## config.mk

```make
export PLATFORM = sky130hd
export DESIGN_NAME = multi_page_shelf_packer_flat
export DESIGN_NICKNAME = d
export VERILOG_FILES = /design/src/rtl/mpsp_pkg.sv /design/src/rtl/mpsp_if.sv /design/src/rtl/multi_page_shelf_packer.sv /design/src/rtl/mpsp_ram.sv /design/src/flat_wrapper.sv
export SDC_FILE = /design/constraint.sdc
export NUM_CORES = 1
export LEC_CHECK = 0
export BUFFER_PORTS_ARGS = -buffer_cell sky130_fd_sc_hd__buf_2
export CAP_MARGIN = 5
export CORE_MARGIN = 2
export CORE_UTILIZATION = 26
export CTS_BUF_LIST = sky130_fd_sc_hd__clkbuf_8
export CTS_CLUSTER_DIAMETER = 150
export DETAILED_ROUTE_END_ITERATION = 16
export PLACE_DENSITY = 0.48
export SLEW_MARGIN = 20
export SYNTH_ARGS = -nofsm -noshare
export SYNTH_HDL_FRONTEND = slang
export SYNTH_HIERARCHICAL = 1
export SYNTH_SLANG_ARGS = --single-unit
```

## constraint.sdc

```tcl
create_clock -name clk_i -period 12.4 [get_ports clk_i]
set_clock_uncertainty 0.15 [all_clocks]
set_input_delay 0.62 -clock clk_i [delete_from_list [all_inputs] [get_ports clk_i]]
set_output_delay 0.62 -clock clk_i [all_outputs]
set_load 0.005 [all_outputs]
```

## src/rtl/mpsp_pkg.sv

```systemverilog
package mpsp_pkg;

  localparam int unsigned MAX_PAGES  = 16;
  localparam int unsigned IDX_W      = (MAX_PAGES > 1) ? $clog2(MAX_PAGES) : 1;
  localparam int unsigned CNT_W      = $clog2(MAX_PAGES + 1);
  localparam int unsigned DIM_W      = 13;
  localparam int unsigned PAD_W      = 8;
  localparam int unsigned PAD_DIM_W  = 14;
  localparam int unsigned COORD_W    = 16;
  localparam int unsigned PAGE_OUT_W = 4;
  localparam int unsigned CFG_IDX_W  = 2;
  localparam int unsigned CFG_DATA_W = 13;

  // configuration register indexes
  localparam logic [CFG_IDX_W-1:0] CFG_PAGE_WIDTH  = 2'd0;
  localparam logic [CFG_IDX_W-1:0] CFG_PAGE_HEIGHT = 2'd1;
  localparam logic [CFG_IDX_W-1:0] CFG_PADDING     = 2'd2;

  localparam logic [DIM_W-1:0] PAGE_WIDTH_RST  = 13'd512;
  localparam logic [DIM_W-1:0] PAGE_HEIGHT_RST = 13'd512;
  localparam logic [PAD_W-1:0] PADDING_RST     = 8'd1;

  typedef struct packed {
    logic [DIM_W-1:0] rect_width;
    logic [DIM_W-1:0] rect_height;
  } req_t;

  typedef struct packed {
    logic                  ok;
    logic [PAGE_OUT_W-1:0] page_num;
    logic [COORD_W-1:0]    pos_x;
    logic [COORD_W-1:0]    pos_y;
    logic                  opened_page;
  } res_t;

  typedef struct packed {
    logic [COORD_W-1:0] pen_x;
    logic [COORD_W-1:0] pen_y;
    logic [COORD_W-1:0] shelf_h;
  } page_t;

  localparam int unsigned PAGE_W = $bits(page_t);

  typedef struct packed {
    logic               fit;
    logic [COORD_W-1:0] x;
    logic [COORD_W-1:0] y;
    page_t              next;
  } try_t;

  // One shelf-packing attempt on one page with a non-empty padded rectangle.
  function automatic try_t try_page(page_t cur, logic [PAD_DIM_W-1:0] pw,
                                    logic [PAD_DIM_W-1:0] ph,
                                    logic [DIM_W-1:0] width,
                                    logic [DIM_W-1:0] height);
    try_t               r;
    page_t              mv;
    logic [COORD_W:0]   x_end;
    logic [COORD_W:0]   y_end;
    x_end = {1'b0, cur.pen_x} + (COORD_W+1)'(pw);
    mv    = cur;
    if (x_end > (COORD_W+1)'(width)) begin
      mv.pen_x   = '0;
      mv.pen_y   = cur.pen_y + cur.shelf_h;
      mv.shelf_h = '0;
    end
    y_end  = {1'b0, mv.pen_y} + (COORD_W+1)'(ph);
    r.fit  = (y_end <= (COORD_W+1)'(height));
    r.x    = mv.pen_x;
    r.y    = mv.pen_y;
    r.next = mv;
    if (r.fit) begin
      r.next.pen_x = mv.pen_x + COORD_W'(pw);
      if (COORD_W'(ph) > mv.shelf_h) begin
        r.next.shelf_h = COORD_W'(ph);
      end
    end
    return r;
  endfunction

endpackage

```

## src/rtl/mpsp_if.sv

```systemverilog
interface mpsp_req_if import mpsp_pkg::*; ();
  logic valid;
  logic ready;
  req_t data;

  modport source (output valid, output data, input ready);
  modport sink   (input valid, input data, output ready);
endinterface

interface mpsp_res_if import mpsp_pkg::*; ();
  logic valid;
  logic ready;
  res_t data;

  modport source (output valid, output data, input ready);
  modport sink   (input valid, input data, output ready);
endinterface

```

## src/rtl/multi_page_shelf_packer.sv

```systemverilog
// Multi-page shelf packer for a glyph atlas.
// req_i carries one rectangle (rect_width, rect_height) per request; res_o
// returns exactly one result per request: ok, page_num, pos_x, pos_y and
// opened_page. Both channels use valid/ready; a request is taken when both
// are high. Page size and padding are written through cfg_we_i/cfg_idx_i/
// cfg_data_i; the user must do so only while no request is in flight, as
// the block itself does not enforce it. Pen x, pen y and shelf height of
// every page live in one RAM with a registered read. Pages are tried one
// per cycle: the read of the next page is issued while the current page
// is evaluated and written back. A zero-size rectangle tries no page;
// otherwise the open pages are tried in order up to the first fit and, if
// none fits and a page is free, one freshly opened page, so at most
// MAX_PAGES pages are tried. One request is in work at a time; without
// stalls the next request is taken in the cycle after the result loads.
// A finished result sits in the output register; the next request is taken
// while it waits, and the block holds a second result until res_o drains.
// Reset (rst_ni low, asynchronous) closes all pages and restores page size
// 512 x 512 and padding 1; the RAM needs no clearing, since page 0 is
// zeroed when it opens and any other page is read as empty when first tried.
module multi_page_shelf_packer import mpsp_pkg::*; (
  input  logic                  clk_i,
  input  logic                  rst_ni,
  input  logic                  cfg_we_i,
  input  logic [CFG_IDX_W-1:0]  cfg_idx_i,
  input  logic [CFG_DATA_W-1:0] cfg_data_i,
  mpsp_req_if.sink              req_i,
  mpsp_res_if.source            res_o
);

  localparam logic [1:0] S_IDLE = 2'd0;
  localparam logic [1:0] S_EVAL = 2'd1;
  localparam logic [1:0] S_PUSH = 2'd2;

  // configuration
  logic [DIM_W-1:0] page_width_q;
  logic [DIM_W-1:0] page_height_q;
  logic [PAD_W-1:0] padding_q;

  always_ff @(posedge clk_i or negedge rst_ni) begin
    if (!rst_ni) begin
      page_width_q  <= PAGE_WIDTH_RST;
      page_height_q <= PAGE_HEIGHT_RST;
      padding_q     <= PADDING_RST;
    end else if (cfg_we_i) begin
      case (cfg_idx_i)
        CFG_PAGE_WIDTH:  page_width_q  <= DIM_W'(cfg_data_i);
        CFG_PAGE_HEIGHT: page_height_q <= DIM_W'(cfg_data_i);
        CFG_PADDING:     padding_q     <= PAD_W'(cfg_data_i);
        default: ;
      endcase
    end
  end

  // sequencer state
  logic [1:0]           state_q, state_d;
  logic [CNT_W-1:0]     open_q, open_d;
  logic [IDX_W-1:0]     page_q, page_d;
  logic                 fresh_q, fresh_d;   // current page was just opened: ignore RAM
  logic                 last_q, last_d;     // current page is the extra page: no retry
  logic                 opened_q, opened_d;
  logic [PAD_DIM_W-1:0] pw_q, pw_d;
  logic [PAD_DIM_W-1:0] ph_q, ph_d;
  res_t                 pend_q, pend_d;
  logic                 out_valid_q, out_valid_d;
  res_t                 out_q, out_d;

  // page RAM ports
  logic              ram_we;
  logic [IDX_W-1:0]  ram_waddr;
  page_t             ram_wdata;
  logic [IDX_W-1:0]  ram_raddr;
  logic [PAGE_W-1:0] ram_rdata;

  mpsp_ram #(
    .WIDTH (PAGE_W),
    .DEPTH (MAX_PAGES)
  ) u_page_ram (
    .clk_i   (clk_i),
    .we_i    (ram_we),
    .waddr_i (ram_waddr),
    .wdata_i (ram_wdata),
    .raddr_i (ram_raddr),
    .rdata_o (ram_rdata)
  );

  logic  req_fire;
  logic  zero_size;
  logic  is_last_open;
  logic  out_free;
  page_t cur_page;
  try_t  trial;

  assign req_i.ready = (state_q == S_IDLE);
  assign req_fire    = req_i.valid && req_i.ready;
  assign zero_size   = (req_i.data.rect_width == '0) || (req_i.data.rect_height == '0);
  assign out_free    = !out_valid_q || res_o.ready;

  assign cur_page     = fresh_q ? page_t'('0) : page_t'(ram_rdata);
  assign trial        = try_page(cur_page, pw_q, ph_q, page_width_q, page_height_q);
  assign is_last_open = ((CNT_W'(page_q) + CNT_W'(1)) == open_q);

  // zero page 0 when it opens on request acceptance, and write back the
  // evaluated page in S_EVAL; read the next page in the same cycle
  always_comb begin
    ram_we    = 1'b0;
    ram_waddr = page_q;
    ram_wdata = trial.next;
    ram_raddr = page_q + IDX_W'(1);
    if (state_q == S_IDLE) begin
      ram_raddr = '0;
      ram_waddr = '0;
      ram_wdata = '0;
      ram_we    = req_fire && (open_q == '0);
    end else if (state_q == S_EVAL) begin
      ram_we = 1'b1;
    end
  end

  always_comb begin
    state_d     = state_q;
    open_d      = open_q;
    page_d      = page_q;
    fresh_d     = fresh_q;
    last_d      = last_q;
    opened_d    = opened_q;
    pw_d        = pw_q;
    ph_d        = ph_q;
    pend_d      = pend_q;
    out_valid_d = out_valid_q;
    out_d       = out_q;

    if (res_o.ready) begin
      out_valid_d = 1'b0;
    end

    case (state_q)
      S_IDLE: begin
        if (req_fire) begin
          pw_d     = PAD_DIM_W'(req_i.data.rect_width) + PAD_DIM_W'(padding_q);
          ph_d     = PAD_DIM_W'(req_i.data.rect_height) + PAD_DIM_W'(padding_q);
          page_d   = '0;
          last_d   = 1'b0;
          opened_d = (open_q == '0);
          fresh_d  = (open_q == '0);
          if (open_q == '0) begin
            open_d = CNT_W'(1);
          end
          if (zero_size) begin
            pend_d             = '0;
            pend_d.ok          = 1'b1;
            pend_d.opened_page = (open_q == '0);
            state_d            = S_PUSH;
          end else begin
            state_d = S_EVAL;
          end
        end
      end
      S_EVAL: begin
        pend_d             = '0;
        pend_d.opened_page = opened_q;
        fresh_d            = 1'b0;
        if (trial.fit) begin
          pend_d.ok       = 1'b1;
          pend_d.page_num = PAGE_OUT_W'(page_q);
          pend_d.pos_x    = trial.x;
          pend_d.pos_y    = trial.y;
          state_d         = S_PUSH;
        end else if (last_q) begin
          state_d = S_PUSH;
        end else if (!is_last_open) begin
          page_d = page_q + IDX_W'(1);
        end else if (open_q < CNT_W'(MAX_PAGES)) begin
          // open one more page and try it once
          page_d   = IDX_W'(open_q);
          open_d   = open_q + CNT_W'(1);
          opened_d = 1'b1;
          fresh_d  = 1'b1;
          last_d   = 1'b1;
          pend_d.opened_page = 1'b1;
        end else begin
          state_d = S_PUSH;
        end
      end
      S_PUSH: begin
        if (out_free) begin
          out_valid_d = 1'b1;
          out_d       = pend_q;
          state_d     = S_IDLE;
        end
      end
      default: begin
        state_d = S_IDLE;
      end
    endcase
  end

  always_ff @(posedge clk_i or negedge rst_ni) begin
    if (!rst_ni) begin
      state_q     <= S_IDLE;
      open_q      <= '0;
      page_q      <= '0;
      fresh_q     <= 1'b0;
      last_q      <= 1'b0;
      opened_q    <= 1'b0;
      out_valid_q <= 1'b0;
    end else begin
      state_q     <= state_d;
      open_q      <= open_d;
      page_q      <= page_d;
      fresh_q     <= fresh_d;
      last_q      <= last_d;
      opened_q    <= opened_d;
      out_valid_q <= out_valid_d;
    end
  end

  always_ff @(posedge clk_i) begin
    pw_q   <= pw_d;
    ph_q   <= ph_d;
    pend_q <= pend_d;
    out_q  <= out_d;
  end

  assign res_o.valid = out_valid_q;
  assign res_o.data  = out_q;

`ifndef SYNTH
  a_open_bound: assert property (@(posedge clk_i) disable iff (!rst_ni)
    open_q <= CNT_W'(MAX_PAGES))
    else $error("open page count above limit");

  a_eval_open_page: assert property (@(posedge clk_i) disable iff (!rst_ni)
    (state_q == S_EVAL) |-> (CNT_W'(page_q) < open_q))
    else $error("evaluating a page that is not open");

  a_fail_clean: assert property (@(posedge clk_i) disable iff (!rst_ni)
    (res_o.valid && !res_o.data.ok) |->
      (res_o.data.pos_x == '0 && res_o.data.pos_y == '0 && res_o.data.page_num == '0))
    else $error("failed placement reports a position");

  a_open_monotone: assert property (@(posedge clk_i) disable iff (!rst_ni)
    (state_q != S_IDLE) |=> (open_q >= $past(open_q)))
    else $error("open page count went down during a request");

  a_extra_page_fresh: assert property (@(posedge clk_i) disable iff (!rst_ni)
    (state_q == S_EVAL && last_q && fresh_q) |-> (CNT_W'(page_q) + CNT_W'(1) == open_q))
    else $error("extra page is not the newest open page");
`endif

endmodule

```

## src/rtl/mpsp_ram.sv

```systemverilog
module mpsp_ram #(
  parameter int unsigned WIDTH = 8,
  parameter int unsigned DEPTH = 16,
  localparam int unsigned AW   = (DEPTH > 1) ? $clog2(DEPTH) : 1
) (
  input  logic             clk_i,
  input  logic             we_i,
  input  logic [AW-1:0]    waddr_i,
  input  logic [WIDTH-1:0] wdata_i,
  input  logic [AW-1:0]    raddr_i,
  output logic [WIDTH-1:0] rdata_o
);

  logic [WIDTH-1:0] mem_q [DEPTH];

  always_ff @(posedge clk_i) begin
    if (we_i) begin
      mem_q[waddr_i] <= wdata_i;
    end
    rdata_o <= mem_q[raddr_i];
  end

endmodule
```

## src/flat_wrapper.sv

```systemverilog
// flat-port wrapper written by rule: the top's interface ports become plain ports
module multi_page_shelf_packer_flat import mpsp_pkg::*;
  (clk_i, rst_ni, cfg_we_i, cfg_idx_i, cfg_data_i, req_i_valid, req_i_data, req_i_ready, res_o_valid, res_o_data, res_o_ready);
  mpsp_req_if req_i_i ();
  mpsp_res_if res_o_i ();
  input  logic clk_i;
  input  logic rst_ni;
  input  logic cfg_we_i;
  input  logic [CFG_IDX_W-1:0] cfg_idx_i;
  input  logic [CFG_DATA_W-1:0] cfg_data_i;
  input wire logic [$bits(req_i_i.valid)-1:0] req_i_valid;
  input wire logic [$bits(req_i_i.data)-1:0] req_i_data;
  output wire logic [$bits(req_i_i.ready)-1:0] req_i_ready;
  output wire logic [$bits(res_o_i.valid)-1:0] res_o_valid;
  output wire logic [$bits(res_o_i.data)-1:0] res_o_data;
  input wire logic [$bits(res_o_i.ready)-1:0] res_o_ready;
  assign req_i_i.valid = req_i_valid;
  assign req_i_i.data = req_i_data;
  assign req_i_ready = req_i_i.ready;
  assign res_o_valid = res_o_i.valid;
  assign res_o_data = res_o_i.data;
  assign res_o_i.ready = res_o_ready;
  multi_page_shelf_packer u_core (.clk_i(clk_i), .rst_ni(rst_ni), .cfg_we_i(cfg_we_i), .cfg_idx_i(cfg_idx_i), .cfg_data_i(cfg_data_i), .req_i(req_i_i), .res_o(res_o_i));
endmodule
```

# == Word-level counts from Yosys, hierarchy flattened ==
# Memories as Yosys holds them, arrays and structs flattened. A register that Yosys moved wholly into a read port is not among the register bits.
# Index checks and enable logic that the tools add are counted.
# Widths: inputs -> output; s select.
# word_totals
register_bits,153
mem_bits_rw,768
in_bits,46
memories,1
# op_classes
n_addsub,9
order_cmp,4
n_eq_ne,16
muxes,55
n_reduce_logical,22
# mem_list
memory,depth,word_bits,read_ports,rd_ports_with_merged_regs,wr,line,rtl
u_core.u_page_ram.mem_q,16,48,1,1,1,mpsp_ram.sv:14,logic [WIDTH-1:0] mem_q [DEPTH];
# op_table
op,count
$mux 48,3
$mux 38,2
$pmux 38 s2,1
$mux 16,3
$mux 37,1
$add 16x14->17,2
$mux 5,6
$add 13x8->14,2
$mux 4,7
$logic_not 13->1,2
$mux 1,19
$gt 17x13->1,1
$le 17x13->1,1
$add 16x14->16,1
$add 16x16->16,1
$gt 14x16->1,1
$mux 2,7
$ne 2x2->1 const B,6
$reduce_and 2->1,6
$pmux 5 s2,1
$pmux 4 s2,1
$reduce_and 7->1,1
$pmux 1 s2,3
$pmux 2 s3,1
other kinds (20),27

# == Logic depth before layout (Yosys ltp) ==
# logic_depth
ltp_word,8
mapped_depth,43
mapped_depth_nobuf,37

# == Cells and area by module ==
# Netlist, hierarchy kept.
# by_module_without_submodules
mod,n_inst,cells_each,area_each_um2
mpsp_ram,1,1242,29694.7
multi_page_shelf_packer,1,1126,11080.6

# == Worst setup path after synthesis ==
# No wires, ideal clock.
# synth_timing
path_type,reg2reg
start,register u_core.fresh_q
end,memory u_core/u_page_ram/mem_q[0][10] in the netlist's numbering (data pin)
setup_time_ps,296
arrival_ps,9509
required_time_ps,11954
setup_slack_ps,2445
stages_incl_launch_ff,42
cell_sequence,dfrtp_1 > clkbuf_1 > clkbuf_1 > nor2b_1 > ha_1 > fa_1 > a21o_1 > a221o_1 > o211ai_1 > o21bai_1 > a21oi_1 > o21bai_1 > a21oi_1 > xnor2_1 > ha_1 > nand4_1 > inv_1 > nand4_1 > [... 6 more ...] > a21o_1 > a41oi_1 > a21oi_1 > a221o_1 > a21o_1 > a21oi_1 > xnor2_1 > ha_1 > nand4_1 > or2_1 > or4_1 > o21ai_0 > o21ai_1 > or2_1 > buf_2 > a2111oi_4 > buf_6 > mux2i_1
# synth_lines
element,line,rtl
"start, declared",multi_page_shelf_packer.sv:58,"logic fresh_q, fresh_d;"
"start signal, assigned",multi_page_shelf_packer.sv:210,fresh_q <= fresh_d;
"end, declared",mpsp_ram.sv:14,

==> summary.txt <==
status: finished, final reports clean
number of buffers and inverters on the critical path: 4
min-delay worst type: primary input to flop
Final Max Slew Viols: 0
Area Growth Syn to Fin: 16.1%
largest stage delay on the critical path: 0.87 ns
via count: 22286
CTS tree: built
io pins: 86
met3 WL: 5050 µm
final HPWL from detailed placement: 64400 µm
postcts setup bufs: 0
Horiz. Die Dim: 400 µm
Cell Rows: 145
Worst EP required: 12.74 ns
GRT Util Overall: 0.139
final net count: 2797
Mapped Area: 40800 µm²
CP Class: flop to flop
cells after synthesis: 2368
number of global-route vias before repair: 22945
post-layout util: 0.304
Clock Pin Slew Worst Setup and Hold Paths: 0.06 ns
#FFs+latches synth: 969
Crit Path Max Fanout: 25
number of enable flip-flop cells after synthesis: 872
CP max stage cell: mux2i_1
cts repair resizes: 0
number of antenna violations at the first check in global routing: 3
pwr dens: 294 nW/µm²
Die ar.: 160000 µm²
area of the multi-input gates: 12000 µm²
count of different cell masters after synthesis: 75
IR drop worst, VDD: 0.214 mV
Worst setup SP type: flop
Final GP Congestion: 0.831
gr ovfl total: 0
drt initial violations: 1632
cts hold-fix bufs: 31
H-tree depth: 4
Finished Cell Area: 47400 µm²
fillers: 15453
root buf cell: clkbuf_8
dpl cell area: 44100 µm²
met2 wire len: 53500 µm
Initial Utilization: 0.261
f_max: 92.8 MHz
HP Start: req_i_data[13]
commonest non-fill, non-tap cell in the layout: edfxtp_1
number of synthesis warnings: 6
RSZ-0062 raised after global routing: no
DR top layer: met4
worst-margin pin slew: 1.14 ns
Pleak: 16.5 nW
most frequent cells in the layout: 872 x edfxtp_1, 192 x mux4_2, 166 x clkbuf_8, 131 x inv_1, 128 x nand2_1
worst r2r src: u_core/fresh_q
Die H: 400 µm
core region area: 156000 µm²
layout cells sized above 1: 0.226
Slew headroom: 0.242
crit path from: u_core/fresh_q
Crit. End Element: flop
largest net degree at the start of global routing: 145
top_reg_cell synth: edfxtp_1
post-detailed-route wirelength per cell: 23.1 µm
Async SR Flop Fraction: 0.0506
maxcap violations: 0
DRC: 0
first-pass GRT wire length: 161000 µm
Reg area: 28400 µm²
CTS max path bufs: 3
post-DR vias/cell: 4.63
WHS: 0.125 ns
# clock sinks: 969
CP top delay family: compound AO/OA/AOI/OAI gates
WL final: 111000 µm
# setup viols final: 0
remaining antenna violation count: 0
syn avg cell area: 17.2 µm²
latest clock arrival within the worst-skew pair: 0.85 ns
M1 wire length: 50400 µm
TNS Setup: 0 ns
part of the Yosys area used for sequential elements: 0.696
Port Buffer Count: 85
WP data arrival: 11.13 ns
DRT Pass-1 Iters: 5
final cycle utilization of the critical path: 0.869
Min Clock Period, post-route: 10.78 ns
TritonCTS Buffers: 155
Tot Pwr: 13.9 mW
final hold vios: 0
[routing by layer]
layer | up-vias | track usage
li1 | 9878 | -
met1 | 11667 | 0.188
met3 | 132 | 0.0234
met5 | - | 0
met2 | 609 | 0.230
met4 | 0 | 0.0403
[final timing paths]
check / end / slack, ns / cells past startpoint
min: u_core/pw_q[0] / 0.12 / 2
min in group asynchronous: u_core/page_height_q[10] / 0.30 / 3
max reg2reg: u_core/u_page_ram/mem_q[11][12] / 1.62 / 38
min reg2reg: u_core/res_o.data[20] / 0.27 / 0
max: u_core/u_page_ram/mem_q[11][12] / 1.62 / 38
max in group asynchronous: u_core/fresh_q / 11.31 / 3
[power by group]
group	leakage, nW	internal (mW)	switching (mW)
registers	9.12	4.76	0.209
clock network	1.67	1.28	1.26
logic	5.69	2.41	3.99
[final cells by class]
cell class / count / share of cell area
inverter: 75 / 0.00594
timing repair buffer: 178 / 0.0262
multi-input combinational: 1249 / 0.253
antenna: 1 / 0.0000528
clock buffer: 166 / 0.0482
clock inverter: 119 / 0.0126
sequential: 969 / 0.599
tap: 2058 / 0.0544
[cell usage after synthesis, types with 12 or more instances]
cell	count	area, µm²
nor3_1	24	120
o21a_1	18	135
nand2b_1	14	87.6
xor2_1	21	184
nor2b_1	55	344
edfxtp_1	872	26200
a22oi_1	98	736
inv_1	74	278
nand3_1	16	80.1
o21ai_0	43	215
mux2_2	22	248
nand2_1	128	480
buf_1	14	52.6
xnor2_1	45	394
clkbuf_1	49	184
o21bai_1	19	143
dfrtp_1	46	1150
dfxtp_1	48	961
and3_1	14	87.6
mux2i_1	28	280
a21oi_1	63	315
mux4_2	192	4320
and2_1	40	250
nor2_1	123	462
ha_1	117	1460
buf_4	18	135
buf_2	12	60.1
a21o_1	30	225
[stage by stage]
stage	setup WS, ns	instances
final	1.62	4815
after global placement	1.34	4496
after CTS	1.12	4813
after global routing	0.824	4815
after floorplan	2.45	2387
after detailed placement	1.16	4497
[sequential cells by signal, summed over array words and instances, names as in the netlist]
register,flops
u_core/u_page_ram/mem_q,768
u_core/u_page_ram/rdata_o,48
u_core/pend_q,38
u_core/res_o.data,38
u_core/ph_q,14
u_core/pw_q,14
u_core/page_height_q,13
u_core/page_width_q,13
u_core/padding_q,8
u_core/open_q,5
u_core/page_q,4
u_core/state_q,2
u_core/fresh_q,1
u_core/last_q,1
u_core/opened_q,1
u_core/res_o.valid,1
[kinds of logic (layout without fill, tap and decap cells)]
| kind of cell | count (synthesis) | in the layout | synth area share |
|---|---|---|---|
| adder cells (fa/ha/maj) | 123 | 123 | 0.0388 |
| multiplexers | 242 | 242 | 0.119 |
| flip-flops | 969 | 969 | 0.696 |
| other | 1 | 21 | 0.0000920 |
| XOR/XNOR | 67 | 67 | 0.0146 |
| AO/OA/AOI/OAI | 340 | 340 | 0.0596 |
| buffers and inverters | 169 | 538 | 0.0178 |
| AND/OR/NAND/NOR | 457 | 457 | 0.0542 |
No activity file was read; power rests on OpenSTA's default activity.
